$ cat src/rtl/fba_pkg.sv
package fba_pkg;

   // Default table geometry.
   localparam int NUM_BLOCKS_DEF = 32;
   localparam int SIZE_BITS_DEF  = 16;

   // Field widths of the stream items.
   localparam int INDEX_BITS  = 5;
   localparam int REQ_SIZE_BITS = 16;
   localparam int STATUS_BITS = 2;
   localparam int COUNT_BITS  = 6;
   localparam int TDATA_BITS  = 24;

   // Configuration port.
   localparam int CSR_INDEX_BITS = 1;
   localparam int CSR_DATA_BITS  = 6;
   localparam logic [CSR_INDEX_BITS-1:0] REG_FIT_MODE    = 1'b0;
   localparam logic [CSR_INDEX_BITS-1:0] REG_BLOCK_COUNT = 1'b1;

   // Fit modes.
   localparam logic [1:0] MODE_FIRST = 2'd0;
   localparam logic [1:0] MODE_BEST  = 2'd1;
   localparam logic [1:0] MODE_WORST = 2'd2;

   // Result status codes.
   localparam logic [STATUS_BITS-1:0] STATUS_LOADED    = 2'd0;
   localparam logic [STATUS_BITS-1:0] STATUS_ALLOCATED = 2'd1;
   localparam logic [STATUS_BITS-1:0] STATUS_NONE      = 2'd2;

   // Request kinds.
   localparam logic CMD_LOAD    = 1'b0;
   localparam logic CMD_REQUEST = 1'b1;

   // Sequencer states.
   typedef enum logic [2:0] {
      ST_IDLE,
      ST_LOAD,
      ST_SCAN,
      ST_UPDATE,
      ST_RESULT
   } fba_state_type;

endpackage

$ cat src/rtl/fit_block_allocator_top.sv
// Channel   Direction  Handshake               Contents
// req_      in         req_tvalid/req_tready   tuser: cmd; tdata: block_index, size
// rsp_      out        rsp_tvalid/rsp_tready   tuser: status; tdata: chosen_block, remaining
// csr_      in         csr_we                  csr_index selects fit_mode or block_count
//
// A load writes the table and then presents its result. A request over n active blocks
// (block_count capped at NUM_BLOCKS and 32) makes n table reads into the compare logic,
// drains the read pipeline, writes the chosen block back and then presents its result
// before the sequencer returns to idle.
// A miss skips the write-back; first fit ends the scan once its hit is recorded.
// req_tready is high only when idle; a stalled result in the output register holds the
// sequencer in its result state. Reset is synchronous and active high; the table is not cleared.
module fit_block_allocator_top #(
   parameter int NUM_BLOCKS = fba_pkg::NUM_BLOCKS_DEF,
   parameter int SIZE_BITS  = fba_pkg::SIZE_BITS_DEF
) (
   input  logic                                clock,
   input  logic                                reset,
   input  logic                                req_tvalid,
   output logic                                req_tready,
   input  logic                                req_tuser,  // [0] cmd
   input  logic [fba_pkg::TDATA_BITS-1:0]      req_tdata,  // [4:0] block_index, [20:5] size
   output logic                                rsp_tvalid,
   input  logic                                rsp_tready,
   output logic [fba_pkg::STATUS_BITS-1:0]     rsp_tuser,  // [1:0] status
   output logic [fba_pkg::TDATA_BITS-1:0]      rsp_tdata,  // [4:0] chosen_block, [20:5] remaining
   input  logic                                csr_we,
   input  logic [fba_pkg::CSR_INDEX_BITS-1:0]  csr_index,
   input  logic [fba_pkg::CSR_DATA_BITS-1:0]   csr_wdata
);
   import fba_pkg::*;

   localparam int IDX_W   = (NUM_BLOCKS > 1) ? $clog2(NUM_BLOCKS) : 1;
   localparam int CMP_W   = (SIZE_BITS > REQ_SIZE_BITS) ? SIZE_BITS : REQ_SIZE_BITS;
   localparam int ACT_MAX = (NUM_BLOCKS < 32) ? NUM_BLOCKS : 32;

   // Size table.
   logic [SIZE_BITS-1:0] free_size_mem [NUM_BLOCKS];

   fba_state_type state_ff, state_in;

   logic [1:0]               fit_mode_ff, fit_mode_in;
   logic [COUNT_BITS-1:0]    block_count_ff, block_count_in;
   logic [INDEX_BITS-1:0]    idx_ff, idx_in;
   logic [REQ_SIZE_BITS-1:0] size_ff, size_in;
   logic [COUNT_BITS-1:0]    act_cnt_ff, act_cnt_in;
   logic [COUNT_BITS-1:0]    issue_cnt_ff, issue_cnt_in;
   logic                     rd_valid_ff, rd_valid_in;
   logic [INDEX_BITS-1:0]    rd_idx_ff, rd_idx_in;
   logic [SIZE_BITS-1:0]     rd_data_ff;
   logic                     found_ff, found_in;
   logic [INDEX_BITS-1:0]    pick_ff, pick_in;
   logic [SIZE_BITS-1:0]     best_ff, best_in;
   logic [STATUS_BITS-1:0]   res_status_ff, res_status_in;
   logic [INDEX_BITS-1:0]    res_block_ff, res_block_in;
   logic [REQ_SIZE_BITS-1:0] res_remain_ff, res_remain_in;
   logic                     rsp_valid_ff, rsp_valid_in;
   logic [STATUS_BITS-1:0]   rsp_status_ff, rsp_status_in;
   logic [INDEX_BITS-1:0]    rsp_block_ff, rsp_block_in;
   logic [REQ_SIZE_BITS-1:0] rsp_remain_ff, rsp_remain_in;

   logic                     req_accept;
   logic                     out_free;
   logic                     scan_done;
   logic                     load_in_range;
   logic [COUNT_BITS-1:0]    act_limit;
   logic                     fits;
   logic [CMP_W-1:0]         diff;
   logic [SIZE_BITS-1:0]     new_size;
   logic                     mem_we;
   logic [IDX_W-1:0]         mem_waddr;
   logic [SIZE_BITS-1:0]     mem_wdata;
   logic [IDX_W-1:0]         mem_raddr;

   assign req_accept    = req_tvalid && req_tready;
   assign out_free      = !rsp_valid_ff || rsp_tready;
   assign load_in_range = 32'(idx_ff) < NUM_BLOCKS;
   assign act_limit     = (block_count_ff > COUNT_BITS'(ACT_MAX)) ?
                          COUNT_BITS'(ACT_MAX) : block_count_ff;
   assign fits          = CMP_W'(rd_data_ff) >= CMP_W'(size_ff);
   assign diff          = CMP_W'(best_ff) - CMP_W'(size_ff);
   assign new_size      = diff[SIZE_BITS-1:0];
   assign scan_done     = (fit_mode_ff == MODE_FIRST && found_ff) ||
                          (issue_cnt_ff == act_cnt_ff && !rd_valid_ff);

   // Next state.
   always_comb begin
      state_in = state_ff;
      case (state_ff)
         ST_IDLE: begin
            if (req_accept) begin
               state_in = (req_tuser == CMD_LOAD) ? ST_LOAD : ST_SCAN;
            end
         end
         ST_LOAD: begin
            state_in = ST_RESULT;
         end
         ST_SCAN: begin
            if (scan_done) begin
               state_in = found_ff ? ST_UPDATE : ST_RESULT;
            end
         end
         ST_UPDATE: begin
            state_in = ST_RESULT;
         end
         ST_RESULT: begin
            if (out_free) begin
               state_in = ST_IDLE;
            end
         end
         default: begin
            state_in = ST_IDLE;
         end
      endcase
   end

   // Sequencer outputs and datapath.
   always_comb begin
      req_tready    = 1'b0;
      mem_we        = 1'b0;
      mem_waddr     = IDX_W'(idx_ff);
      mem_wdata     = SIZE_BITS'(size_ff);
      mem_raddr     = IDX_W'(issue_cnt_ff);
      idx_in        = idx_ff;
      size_in       = size_ff;
      act_cnt_in    = act_cnt_ff;
      issue_cnt_in  = issue_cnt_ff;
      rd_valid_in   = 1'b0;
      rd_idx_in     = issue_cnt_ff[INDEX_BITS-1:0];
      found_in      = found_ff;
      pick_in       = pick_ff;
      best_in       = best_ff;
      res_status_in = res_status_ff;
      res_block_in  = res_block_ff;
      res_remain_in = res_remain_ff;
      rsp_valid_in  = rsp_valid_ff && !rsp_tready;
      rsp_status_in = rsp_status_ff;
      rsp_block_in  = rsp_block_ff;
      rsp_remain_in = rsp_remain_ff;

      case (state_ff)
         ST_IDLE: begin
            req_tready = 1'b1;
            if (req_accept) begin
               idx_in       = req_tdata[INDEX_BITS-1:0];
               size_in      = req_tdata[INDEX_BITS +: REQ_SIZE_BITS];
               act_cnt_in   = act_limit;
               issue_cnt_in = '0;
               found_in     = 1'b0;
            end
         end
         ST_LOAD: begin
            // Store the size truncated to the table width.
            mem_we        = load_in_range;
            res_status_in = STATUS_LOADED;
            res_block_in  = '0;
            res_remain_in = load_in_range ? REQ_SIZE_BITS'(mem_wdata) : '0;
         end
         ST_SCAN: begin
            // Issue one table read per cycle; compare the entry read last cycle.
            if (issue_cnt_ff != act_cnt_ff) begin
               rd_valid_in  = 1'b1;
               issue_cnt_in = issue_cnt_ff + 1'b1;
            end
            if (rd_valid_ff && fits) begin
               if (!found_ff) begin
                  if (fit_mode_ff == MODE_FIRST || fit_mode_ff == MODE_BEST ||
                      fit_mode_ff == MODE_WORST) begin
                     found_in = 1'b1;
                     pick_in  = rd_idx_ff;
                     best_in  = rd_data_ff;
                  end
               end else if ((fit_mode_ff == MODE_BEST && rd_data_ff < best_ff) ||
                            (fit_mode_ff == MODE_WORST && rd_data_ff > best_ff)) begin
                  pick_in = rd_idx_ff;
                  best_in = rd_data_ff;
               end
            end
            if (scan_done && !found_ff) begin
               res_status_in = STATUS_NONE;
               res_block_in  = '0;
               res_remain_in = '0;
            end
         end
         ST_UPDATE: begin
            // Write the reduced size back to the chosen block.
            mem_we        = 1'b1;
            mem_waddr     = IDX_W'(pick_ff);
            mem_wdata     = new_size;
            res_status_in = STATUS_ALLOCATED;
            res_block_in  = pick_ff;
            res_remain_in = REQ_SIZE_BITS'(new_size);
         end
         ST_RESULT: begin
            if (out_free) begin
               rsp_valid_in  = 1'b1;
               rsp_status_in = res_status_ff;
               rsp_block_in  = res_block_ff;
               rsp_remain_in = res_remain_ff;
            end
         end
         default: begin
            req_tready = 1'b0;
         end
      endcase
   end

   // Configuration registers.
   always_comb begin
      fit_mode_in    = fit_mode_ff;
      block_count_in = block_count_ff;
      if (csr_we) begin
         case (csr_index)
            REG_FIT_MODE:    fit_mode_in    = csr_wdata[1:0];
            REG_BLOCK_COUNT: block_count_in = csr_wdata[COUNT_BITS-1:0];
            default:         fit_mode_in    = fit_mode_ff;
         endcase
      end
   end

   // Control registers.
   always_ff @(posedge clock) begin
      if (reset) begin
         state_ff       <= ST_IDLE;
         fit_mode_ff    <= MODE_FIRST;
         block_count_ff <= COUNT_BITS'(32);
         rd_valid_ff    <= 1'b0;
         found_ff       <= 1'b0;
         rsp_valid_ff   <= 1'b0;
      end else begin
         state_ff       <= state_in;
         fit_mode_ff    <= fit_mode_in;
         block_count_ff <= block_count_in;
         rd_valid_ff    <= rd_valid_in;
         found_ff       <= found_in;
         rsp_valid_ff   <= rsp_valid_in;
      end
   end

   // Payload registers.
   always_ff @(posedge clock) begin
      idx_ff        <= idx_in;
      size_ff       <= size_in;
      act_cnt_ff    <= act_cnt_in;
      issue_cnt_ff  <= issue_cnt_in;
      rd_idx_ff     <= rd_idx_in;
      pick_ff       <= pick_in;
      best_ff       <= best_in;
      res_status_ff <= res_status_in;
      res_block_ff  <= res_block_in;
      res_remain_ff <= res_remain_in;
      rsp_status_ff <= rsp_status_in;
      rsp_block_ff  <= rsp_block_in;
      rsp_remain_ff <= rsp_remain_in;
   end

   // Table write port and registered read port.
   always_ff @(posedge clock) begin
      if (mem_we) begin
         free_size_mem[mem_waddr] <= mem_wdata;
      end
   end

   always_ff @(posedge clock) begin
      rd_data_ff <= free_size_mem[mem_raddr];
   end

   assign rsp_tvalid = rsp_valid_ff;
   assign rsp_tuser  = rsp_status_ff;
   assign rsp_tdata  = {(TDATA_BITS - INDEX_BITS - REQ_SIZE_BITS)'(0),
                        rsp_remain_ff, rsp_block_ff};

`ifndef SYNTHESIS
   // A load transaction goes straight to the table write.
   a_load_path: assert property (@(posedge clock) disable iff (reset)
      req_tvalid && req_tready && req_tuser == CMD_LOAD |=> state_ff == ST_LOAD)
      else $error("load transaction did not reach the table write");

   // The write-back only happens for a block that fits.
   a_update_found: assert property (@(posedge clock) disable iff (reset)
      state_ff == ST_UPDATE |-> found_ff)
      else $error("write-back without a fitting block");

   // The scan never reads past the active blocks.
   a_scan_bound: assert property (@(posedge clock) disable iff (reset)
      state_ff == ST_SCAN |-> issue_cnt_ff <= act_cnt_ff)
      else $error("scan ran past the active blocks");

   // A new result is loaded only from the result state.
   a_rsp_source: assert property (@(posedge clock) disable iff (reset)
      rsp_tvalid && !$past(rsp_tvalid && !rsp_tready) |-> $past(state_ff) == ST_RESULT)
      else $error("result appeared outside the result state");
`endif

endmodule

$ cat config.mk
export PLATFORM = sky130hd
export DESIGN_NAME = fit_block_allocator_top
export DESIGN_NICKNAME = d
export VERILOG_FILES = /design/src/rtl/fba_pkg.sv /design/src/rtl/fit_block_allocator_top.sv
export SDC_FILE = /design/constraint.sdc
export NUM_CORES = 1
export LEC_CHECK = 0
export ABC_CLOCK_PERIOD_IN_PS = 10900
export BUFFER_PORTS_ARGS = -buffer_cell sky130_fd_sc_hd__buf_2
export CAP_MARGIN = 20
export CORE_ASPECT_RATIO = 0.7
export CORE_MARGIN = 8
export CORE_UTILIZATION = 41
export CTS_BUF_LIST = sky130_fd_sc_hd__clkbuf_2 sky130_fd_sc_hd__clkbuf_4 sky130_fd_sc_hd__clkbuf_8
export CTS_CLUSTER_SIZE = 10
export DETAILED_ROUTE_END_ITERATION = 8
export SYNTH_ARGS = -nofsm -noshare
export SYNTH_HDL_FRONTEND = slang
export SYNTH_SLANG_ARGS = --single-unit
$ cat constraint.sdc
create_clock -name clock -period 10.9 [get_ports clock]
set_input_delay 1.635 -clock clock [delete_from_list [all_inputs] [get_ports clock]]
set_output_delay 1.635 -clock clock [all_outputs]
set_load 0.01 [all_outputs]
==> impl_metrics.py, run 1 <==
metrics = {
    "placement": {
        "io_buffers": 58,
        "pre_cts_ws_ns": 7.32,
        "gp_congestion": 0.826,
        "dpl.hpwl_um": 36000,
        "placedInstanceArea_um2": 27500,
    },
    "cts": {
        "clkLatencyLatePin_ns": 0.67,
        "clockRootBuffer": "clkbuf_8",
        "cts_sinks": 647,
        "post_cts_buffers": 0,
        "htree_levels": 3,
        "ctsResizeCount": 0,
        "cts_tree": "yes",
        "clk_pin_slew_ns": 0.07,
        "clk_path_buf_depth": 3,
        "cts_buffers": 93,
        "cts_hold_buf": 0,
    },
    "worst_hold_path": {
        "hold-path-endpoint": "pick_ff[0]",
        "hp-class": "flop to flop",
        "hold_start": "rd_idx_ff[0]",
        "hold_depth": 0,
    },
    "sta": {
        "min_period_ns": 3.48,
        "slew_viol_final": 0,
        "finClkSkew_ns": 0.0346,
        "finalCritPeriodShare_pct": 31.9,
        "rsz0062_at_grt": "no",
        "setup_violations": 0,
        "fmax_mhz": 288,
        "tightest_slew_ns": 1.04,
        "fin_setup_tns_ns": 0,
        "relSlewSlack_pct": 30.8,
        "hold_viol_final": 0,
        "fin_ws_ns": 7.42,
    },
    "logic_synthesis": {
        "synth.top_cells.by_area": "edfxtp_1 71%, mux4_2 14%, dfxtp_1 2.7%, ha_1 2.3%, nor2_1 0.99%",
        "synth_seq_area_share_pct": 73.7,
        "synth_cell_types": 60,
        "ys_ff_latch": 647,
        "ys_dominant_reg_cell": "edfxtp_1",
        "synth_most_common_cell": "edfxtp_1",
        "syn_area_per_cell_um2": 19.6,
        "synth_largest_area_cell": "edfxtp_1",
        "yosysWarnings": 0,
        "synth_common_cells": "612 x edfxtp_1, 160 x mux4_2, 68 x nor2_1, 65 x nand2_1, 48 x ha_1",
        "syn_area_um2": 25900,
        "synth_edf_count": 612,
        "synth_async_sr_flop_share_pct": 0,
        "syn_inst": 1321,
        "synth_top_area_share_pct": 71.0,
    },
    "setup_path": {
        "worst_r2r_endpoint": "free_size_mem[23][2]",
        "endpoint_kind": "flop",
        "path_common_cell": "nand2_1",
        "crit_buf_inv": 2,
        "r2r-start": "state_ff[0]",
        "cp-start-kind": "flop",
        "critPathTopFamily": "simple AND/OR/NAND/NOR gates",
        "reg2regPathDepth": 8,
        "crit_chain": "nor2b_1 > nand2_1 > inv_1 > nand3_1 > nand2_1 > nand2_1 > nor2_2 > buf_4",
        "reg2reg_slack_ns": 7.42,
        "cp_max_fo": 21,
        "path_class": "flop to flop",
        "cp_slowest_cell": "inv_1",
        "slowest_delay_ns": 0.70,
        "critPathArrivalTime_ns": 3.81,
        "cp.required_ns": 11.23,
    },
    "global_route": {
        "antenna_found_initial": 1,
        "grt_pass1_wl_um": 85300,
        "grt_usage_pct": 16.1,
        "grt_pass1_vias": 13100,
        "grt_max_degree": 94,
        "grt_overflow": 0,
    },
    "route": {
        "vias_per_cell": 5.49,
        "drt_iter0_markers": 1361,
        "wl_um": 57700,
        "drc_errors": 0,
        "drt_pass1_iterations": 5,
        "vias": 13100,
        "drtAntennaViolNets": 0,
        "wl_per_cell_um": 24.2,
    },
    "job": {
        "drv_cap": 0,
    },
    "finish": {
        "final_area_um2": 29400,
        "area_delta_synth_final_pct": 13.6,
        "finalNetCount": 1563,
        "drive_gt1_share_pct": 31.6,
    },
    "pwr": {
        "ir_worst_vdd_v": 0.000191,
        "power_mw": 7.03,
        "p_leak_nw": 9.78,
        "power_density_nw_per_um2": 239,
    },
    "floorplan": {
        "dieArea_um2": 71500,
        "die_h_um": 226,
        "die_w_um": 316,
        "core_area_um2": 62800,
        "initial_core_util_pct": 41.2,
        "io_pins": 65,
        "row_count": 77,
    },
    "outcome": {
        "run_status": "finished clean",
    },
}
stage by stage:
| stage | instances | util (%) | hold slack [ns] |
|---|---|---|---|
| after floorplan | 1323 | - | 0.343 |
| after global placement | 2202 | 43.6 | 0.388 |
| after detailed placement | 2207 | 43.8 | 0.389 |
| after CTS | 2375 | 46.7 | 0.404 |
| after global routing | 2379 | 46.8 | 0.406 |
| final | 2381 | 46.8 | 0.401 |
sequential cells by signal (all words and copies together), names as in the netlist, 6 cells and up:
| register | cells |
|---|---|
| block_count_ff | 6 |
| issue_cnt_ff | 6 |
| size_ff | 16 |
| best_ff | 16 |
| rd_data_ff | 16 |
| act_cnt_ff | 6 |
| free_size_mem | 512 |
| rsp_remain_ff | 16 |
| res_remain_ff | 16 |
worst max path at each step:
stage	start	end	slack, ns	cells past startpoint
global route	state_ff[0]	free_size_mem[29][1]	7.31	8
CTS	best_ff[0]	free_size_mem[12][10]	7.25	10
detailed placement	best_ff[0]	free_size_mem[16][10]	7.32	10
floorplan	best_ff[0]	free_size_mem[0][12]	7.18	10
global placement	issue_cnt_ff[0]	rd_data_ff[2]	7.39	4
finish	state_ff[0]	free_size_mem[23][2]	7.42	8
cells by family after synthesis:
group / synth area share (%)
muxes: 14.8
adders and majority gates: 2.40
AOI/OAI and AO/OA: 2.94
and+or+nand+nor: 3.80
other: 0.0145
DFF: 73.7
buffers and inverters: 1.75
xor gates and xnor gates: 0.575
layout make-up:
| cell class | instances | area [µm²] |
|---|---|---|
| Fill cell | 5275 | 33400 |
| Inverter | 40 | 150 |
| Timing Repair Buffer | 116 | 881 |
| Antenna cell | 2 | 5.00 |
| Sequential cell | 647 | 19100 |
| Clock inverter | 29 | 140 |
| Clock buffer | 139 | 1640 |
| Multi-Input combinational cell | 579 | 6470 |
| Tap cell | 829 | 1040 |
cell usage in the layout (no fill, tap or decap), types with 5 or more instances in the layout:
master,Yosys,layout
a211oi_1,6,6
a21o_1,18,18
a21oi_1,33,32
and3_1,6,6
buf_16,0,6
buf_2,5,58
buf_4,4,48
clkbuf_4,0,44
clkbuf_8,0,95
clkinv_1,0,16
clkinv_2,0,8
dfxtp_1,35,35
edfxtp_1,612,612
ha_1,48,48
inv_1,40,40
mux2_2,17,17
mux4_2,160,160
nand2_1,65,65
nand2b_1,7,7
nand3_1,16,16
nand3b_1,5,5
nand4_1,5,5
nor2_1,68,35
nor2_2,0,33
nor2b_1,8,8
nor3_1,10,10
nor3b_1,7,7
o21a_1,5,5
o21ai_0,28,20
o21ai_2,0,8
xnor2_1,6,5
xor2_1,11,11
where the power goes:
part           total [mW]  switching, mW  internal [mW]  leakage (nW)
logic                1.97           1.09          0.887          3.00
registers            3.19          0.108           3.08          5.82
clock network        1.86          0.900          0.961         0.951
routing by layer:
| metal | wire, µm | global-route usage [%] | vias up | share of wire (%) |
|---|---|---|---|---|
| met5 | 50 | 0.551 | - | 0.087 |
| met4 | 912 | 3.84 | 2 | 1.6 |
| met1 | 27700 | 25.1 | 6879 | 48 |
| met2 | 24700 | 22.6 | 428 | 43 |
| met3 | 4370 | 3.66 | 84 | 7.6 |
| li1 | - | - | 5670 | - |
(Power assumes the default switching activity.)
==> inputs of run 2 (changes only) <==
--- a/config.mk
+++ b/config.mk
@@ -5,7 +5,8 @@
 export SDC_FILE = /design/constraint.sdc
 export NUM_CORES = 1
 export LEC_CHECK = 0
-export ABC_CLOCK_PERIOD_IN_PS = 10900
+export ABC_AREA = 1
+export ABC_CLOCK_PERIOD_IN_PS = 3000
 export BUFFER_PORTS_ARGS = -buffer_cell sky130_fd_sc_hd__buf_2
 export CAP_MARGIN = 20
 export CORE_ASPECT_RATIO = 0.7
==> constraint.sdc (replaced) <==
create_clock -name clock -period 3 [get_ports clock]
set_input_delay 0.45 -clock clock [delete_from_list [all_inputs] [get_ports clock]]
set_output_delay 0.45 -clock clock [all_outputs]
set_load 0.01 [all_outputs]
==> run 2 against run 1 <==
  * Routed wire length up 14%
  * Via count up 31%
  * First-iteration DRC count up 42%
  * Combinational power rose to 2.7 times the previous value
  * Global-route usage up 1.4 points
  * Clock skew down 0.014 ns
  * Sequential share of layout area down 1.4 points
  * Setup slack worse by 7.1 ns
  * Cell area up 2.3%
  * Die area up 1.7%
  * Critical path depth up 8
  * Critical path type unchanged
  * Critical endpoint is now free_size_mem[6][8]
  * Highest routed layer unchanged
==> impl_metrics.py, run 2 <==
metrics = {
    "placement": {
        "pre_cts_ws_ns": 0.347,
        "dpl.hpwl_um": 40100,
        "gp_congestion": 0.870,
        "io_buffers": 58,
        "place_inst": 2973,
    },
    "logic_synthesis": {
        "synth.top_cells.by_area": "edfxtp_1 70%, o21ai_0 5.5%, nor2_1 5.0%, dfxtp_1 2.7%, nand2_1 2.5%",
        "synth_top_family_by_area": "compound AO/OA/AOI/OAI gates",
        "synth_async_sr_flop_share_pct": 0,
        "synth_cell_types": 41,
        "synth_xor_area_share_pct": 0.0998,
        "ys_ff_latch": 647,
        "yosysWarnings": 0,
        "synth_fa_ha_area_share_pct": 2.36,
        "synth_largest_area_cell": "edfxtp_1",
        "synth_compound_area_share_pct": 11.3,
        "synth_top_area_share_pct": 69.8,
        "synth_edf_count": 612,
        "syn_area_um2": 26300,
        "syn_inst": 2106,
        "synth_common_cells": "612 x edfxtp_1, 350 x nor2_1, 290 x o21ai_0, 178 x nand2_1, 116 x inv_1",
        "synth-simple-area-share_pct": 9.89,
        "synth_seq_area_share_pct": 72.4,
        "synth_most_common_cell": "edfxtp_1",
        "synth.area.mux_share_pct": 0,
        "syn_area_per_cell_um2": 12.5,
        "ys_dominant_reg_cell": "edfxtp_1",
    },
    "floorplan": {
        "core_area_um2": 63300,
        "die_h_um": 228,
        "dieArea_um2": 72700,
        "row_count": 77,
        "die_w_um": 319,
        "initial_core_util_pct": 41.6,
        "io_pins": 65,
    },
    "setup_path": {
        "cp_slowest_cell": "edfxtp_1",
        "crit_chain": "inv_1 > ha_1 > inv_1 > fa_1 > nand2_1 > nand2_1 > nand2_1 > nand2_1 > nand2_1 > nand2_1 > nand3_1 > nand2_1 > a21oi_1 > o21ai_0 > o21ai_2 > buf_4",
        "cp_max_fo": 32,
        "critPathArrivalTime_ns": 3.10,
        "path_class": "flop to flop",
        "cp.required_ns": 3.44,
        "slowest_delay_ns": 0.39,
        "path_common_cell": "nand2_1",
        "cp-start-kind": "flop",
        "endpoint_kind": "flop",
    },
    "pwr": {
        "pwr-share-comb_pct": 22.8,
        "pwr-share-clk_pct": 30.3,
        "intPower_mw": 15.8,
        "power_density_nw_per_um2": 762,
        "switchingPower_mw": 7.13,
        "ir_worst_vdd_v": 0.000539,
        "seqPwrFrac_pct": 46.9,
        "sw_frac_of_total_pct": 31.1,
        "p_leak_nw": 10.5,
    },
    "cts": {
        "post_cts_buffers": 0,
        "clkLatencyLatePin_ns": 0.66,
        "clk_pin_slew_ns": 0.07,
        "clk_path_buf_depth": 3,
        "cts_buffers": 90,
        "cts_tree": "yes",
        "cts_sinks": 647,
        "clockRootBuffer": "clkbuf_8",
        "htree_levels": 3,
    },
    "job": {
        "drv_cap": 0,
    },
    "sta": {
        "fin_ws_ns": 0.335,
        "finClkSkew_ns": 0.0211,
        "relSlewSlack_pct": 29.2,
        "slew_viol_final": 0,
        "tightest_slew_ns": 1.06,
        "hold_viol_final": 0,
        "min_period_ns": 2.67,
        "fmax_mhz": 375,
        "fin_setup_tns_ns": 0,
        "rsz0062_at_grt": "no",
        "finalCritPeriodShare_pct": 88.8,
        "setup_violations": 0,
    },
    "global_route": {
        "grt_pass1_wl_um": 99200,
        "antenna_found_initial": 4,
        "grt_usage_pct": 17.5,
        "grt_max_degree": 162,
        "grt_overflow": 0,
        "grt_pass1_vias": 16500,
    },
    "finish": {
        "final_common_cell": "edfxtp_1",
        "area_delta_synth_final_pct": 14.2,
        "n_antenna_cell": 0,
        "stdcell_count": 3156,
        "drive_gt1_share_pct": 14.3,
        "final_cell_mix": "612 x edfxtp_1, 348 x nor2_1, 278 x o21ai_0",
        "final_util_pct": 47.5,
        "largest_reg_flops": 512,
        "largest-register": "free_size_mem",
        "finalNetCount": 2345,
    },
    "outcome": {
        "run_status": "finished clean",
    },
    "route": {
        "vias": 17200,
        "drt_pass1_iterations": 5,
        "drt_iter0_markers": 1933,
        "wl_per_cell_um": 20.9,
        "drc_errors": 0,
        "drtAntennaViolNets": 0,
        "vias_per_cell": 5.43,
        "wl_um": 65900,
    },
    "worst_hold_path": {
        "hp-class": "primary input to flop",
    },
}
-- run 2: cell count changes in the layout (fill, tap and decap cells not counted), sizes merged, moves of 16 or more --
| cell | before | now |
|---|---|---|
| o211ai | 3 | 26 |
| buf | 116 | 151 |
| mux2 | 17 | 0 |
| nor2 | 68 | 352 |
| nand2 | 65 | 179 |
| mux4 | 160 | 0 |
| o21ai | 30 | 328 |
| a21o | 18 | 2 |
| dlygate4sd3 | 0 | 23 |
| o22ai | 1 | 77 |
| nand4 | 5 | 21 |
| inv | 42 | 123 |
| o221ai | 0 | 38 |
| nand3 | 16 | 76 |
-- run 2: layout make-up --
cell class	count	area (µm²)
multi-input combinational	1223	6280
fill	5536	33200
sequential	647	19100
timing repair buffer	174	1380
inverter	123	467
tap	829	1040
clock inverter	25	196
clock buffer	135	1630
-- run 2: layer usage --
layer / global-route usage [%] / wire length, µm / vias up
li1: - / - / 7991
met1: 24.8 / 30000 / 8474
met2: 26.8 / 29300 / 577
met3: 4.77 / 5350 / 106
met4: 4.24 / 1280 / 2
met5: 0 / 13 / -
-- run 2: through the flow --
| step | cell area (µm²) | hold slack, ns | power [mW] |
|---|---|---|---|
| 2_1_floorplan | 26300 | 0.369 | 14.1 |
| 3_3_place_gp | 28000 | 0.387 | 16.0 |
| 3_5_place_dp | 28000 | 0.390 | 16.1 |
| 4_1_cts | 30100 | 0.0144 | 23.1 |
| 5_1_grt | 30100 | 0.0531 | 24.0 |
| 6_report | 30100 | 0.0638 | 22.9 |
-- run 2: final timing paths --
check,start,to,slack [ns],cells past startpoint
setup / recovery,best_ff[0],free_size_mem[6][8],0.33,16
hold / removal,csr_we,block_count_ff[5],0.06,3
setup reg to reg,best_ff[0],free_size_mem[6][8],0.33,16
hold reg to reg,rd_idx_ff[4],pick_ff[4],0.40,0
-- run 2: power groups by stage --
stage	sequential [mW]	combinational (mW)	clock [mW]
2_1_floorplan	10.9	3.24	0
3_3_place_gp	10.9	5.03	0
3_5_place_dp	10.9	5.17	0
4_1_cts	10.8	5.21	7.10
5_1_grt	10.8	5.77	7.46
6_report	10.8	5.23	6.93
-- run 2: critical path: cells and delay by family (launching register included) --
family	cells	cell delay, ns
adders and majority gates	2	0.51
AOI/OAI and AO/OA	3	0.36
DFF	1	0.39
buffers and inverters	3	0.48
and+or+nand+nor	8	0.69
-- run 2: repair_timing --
action | CTS | global route
endpoints found under the setup margin | 0 | 1
hold endpoints to repair | 24 | 0
resized for setup | 0 | 1
hold buffers | 23 | 0
-- run 2: cells by family after synthesis --
| logic type | count (synthesis) |
|---|---|
| buf+inv | 238 |
| compound gates | 525 |
| other cells | 1 |
| xor+xnor | 3 |
| flops | 647 |
| simple gates | 643 |
| fa+ha+maj | 49 |
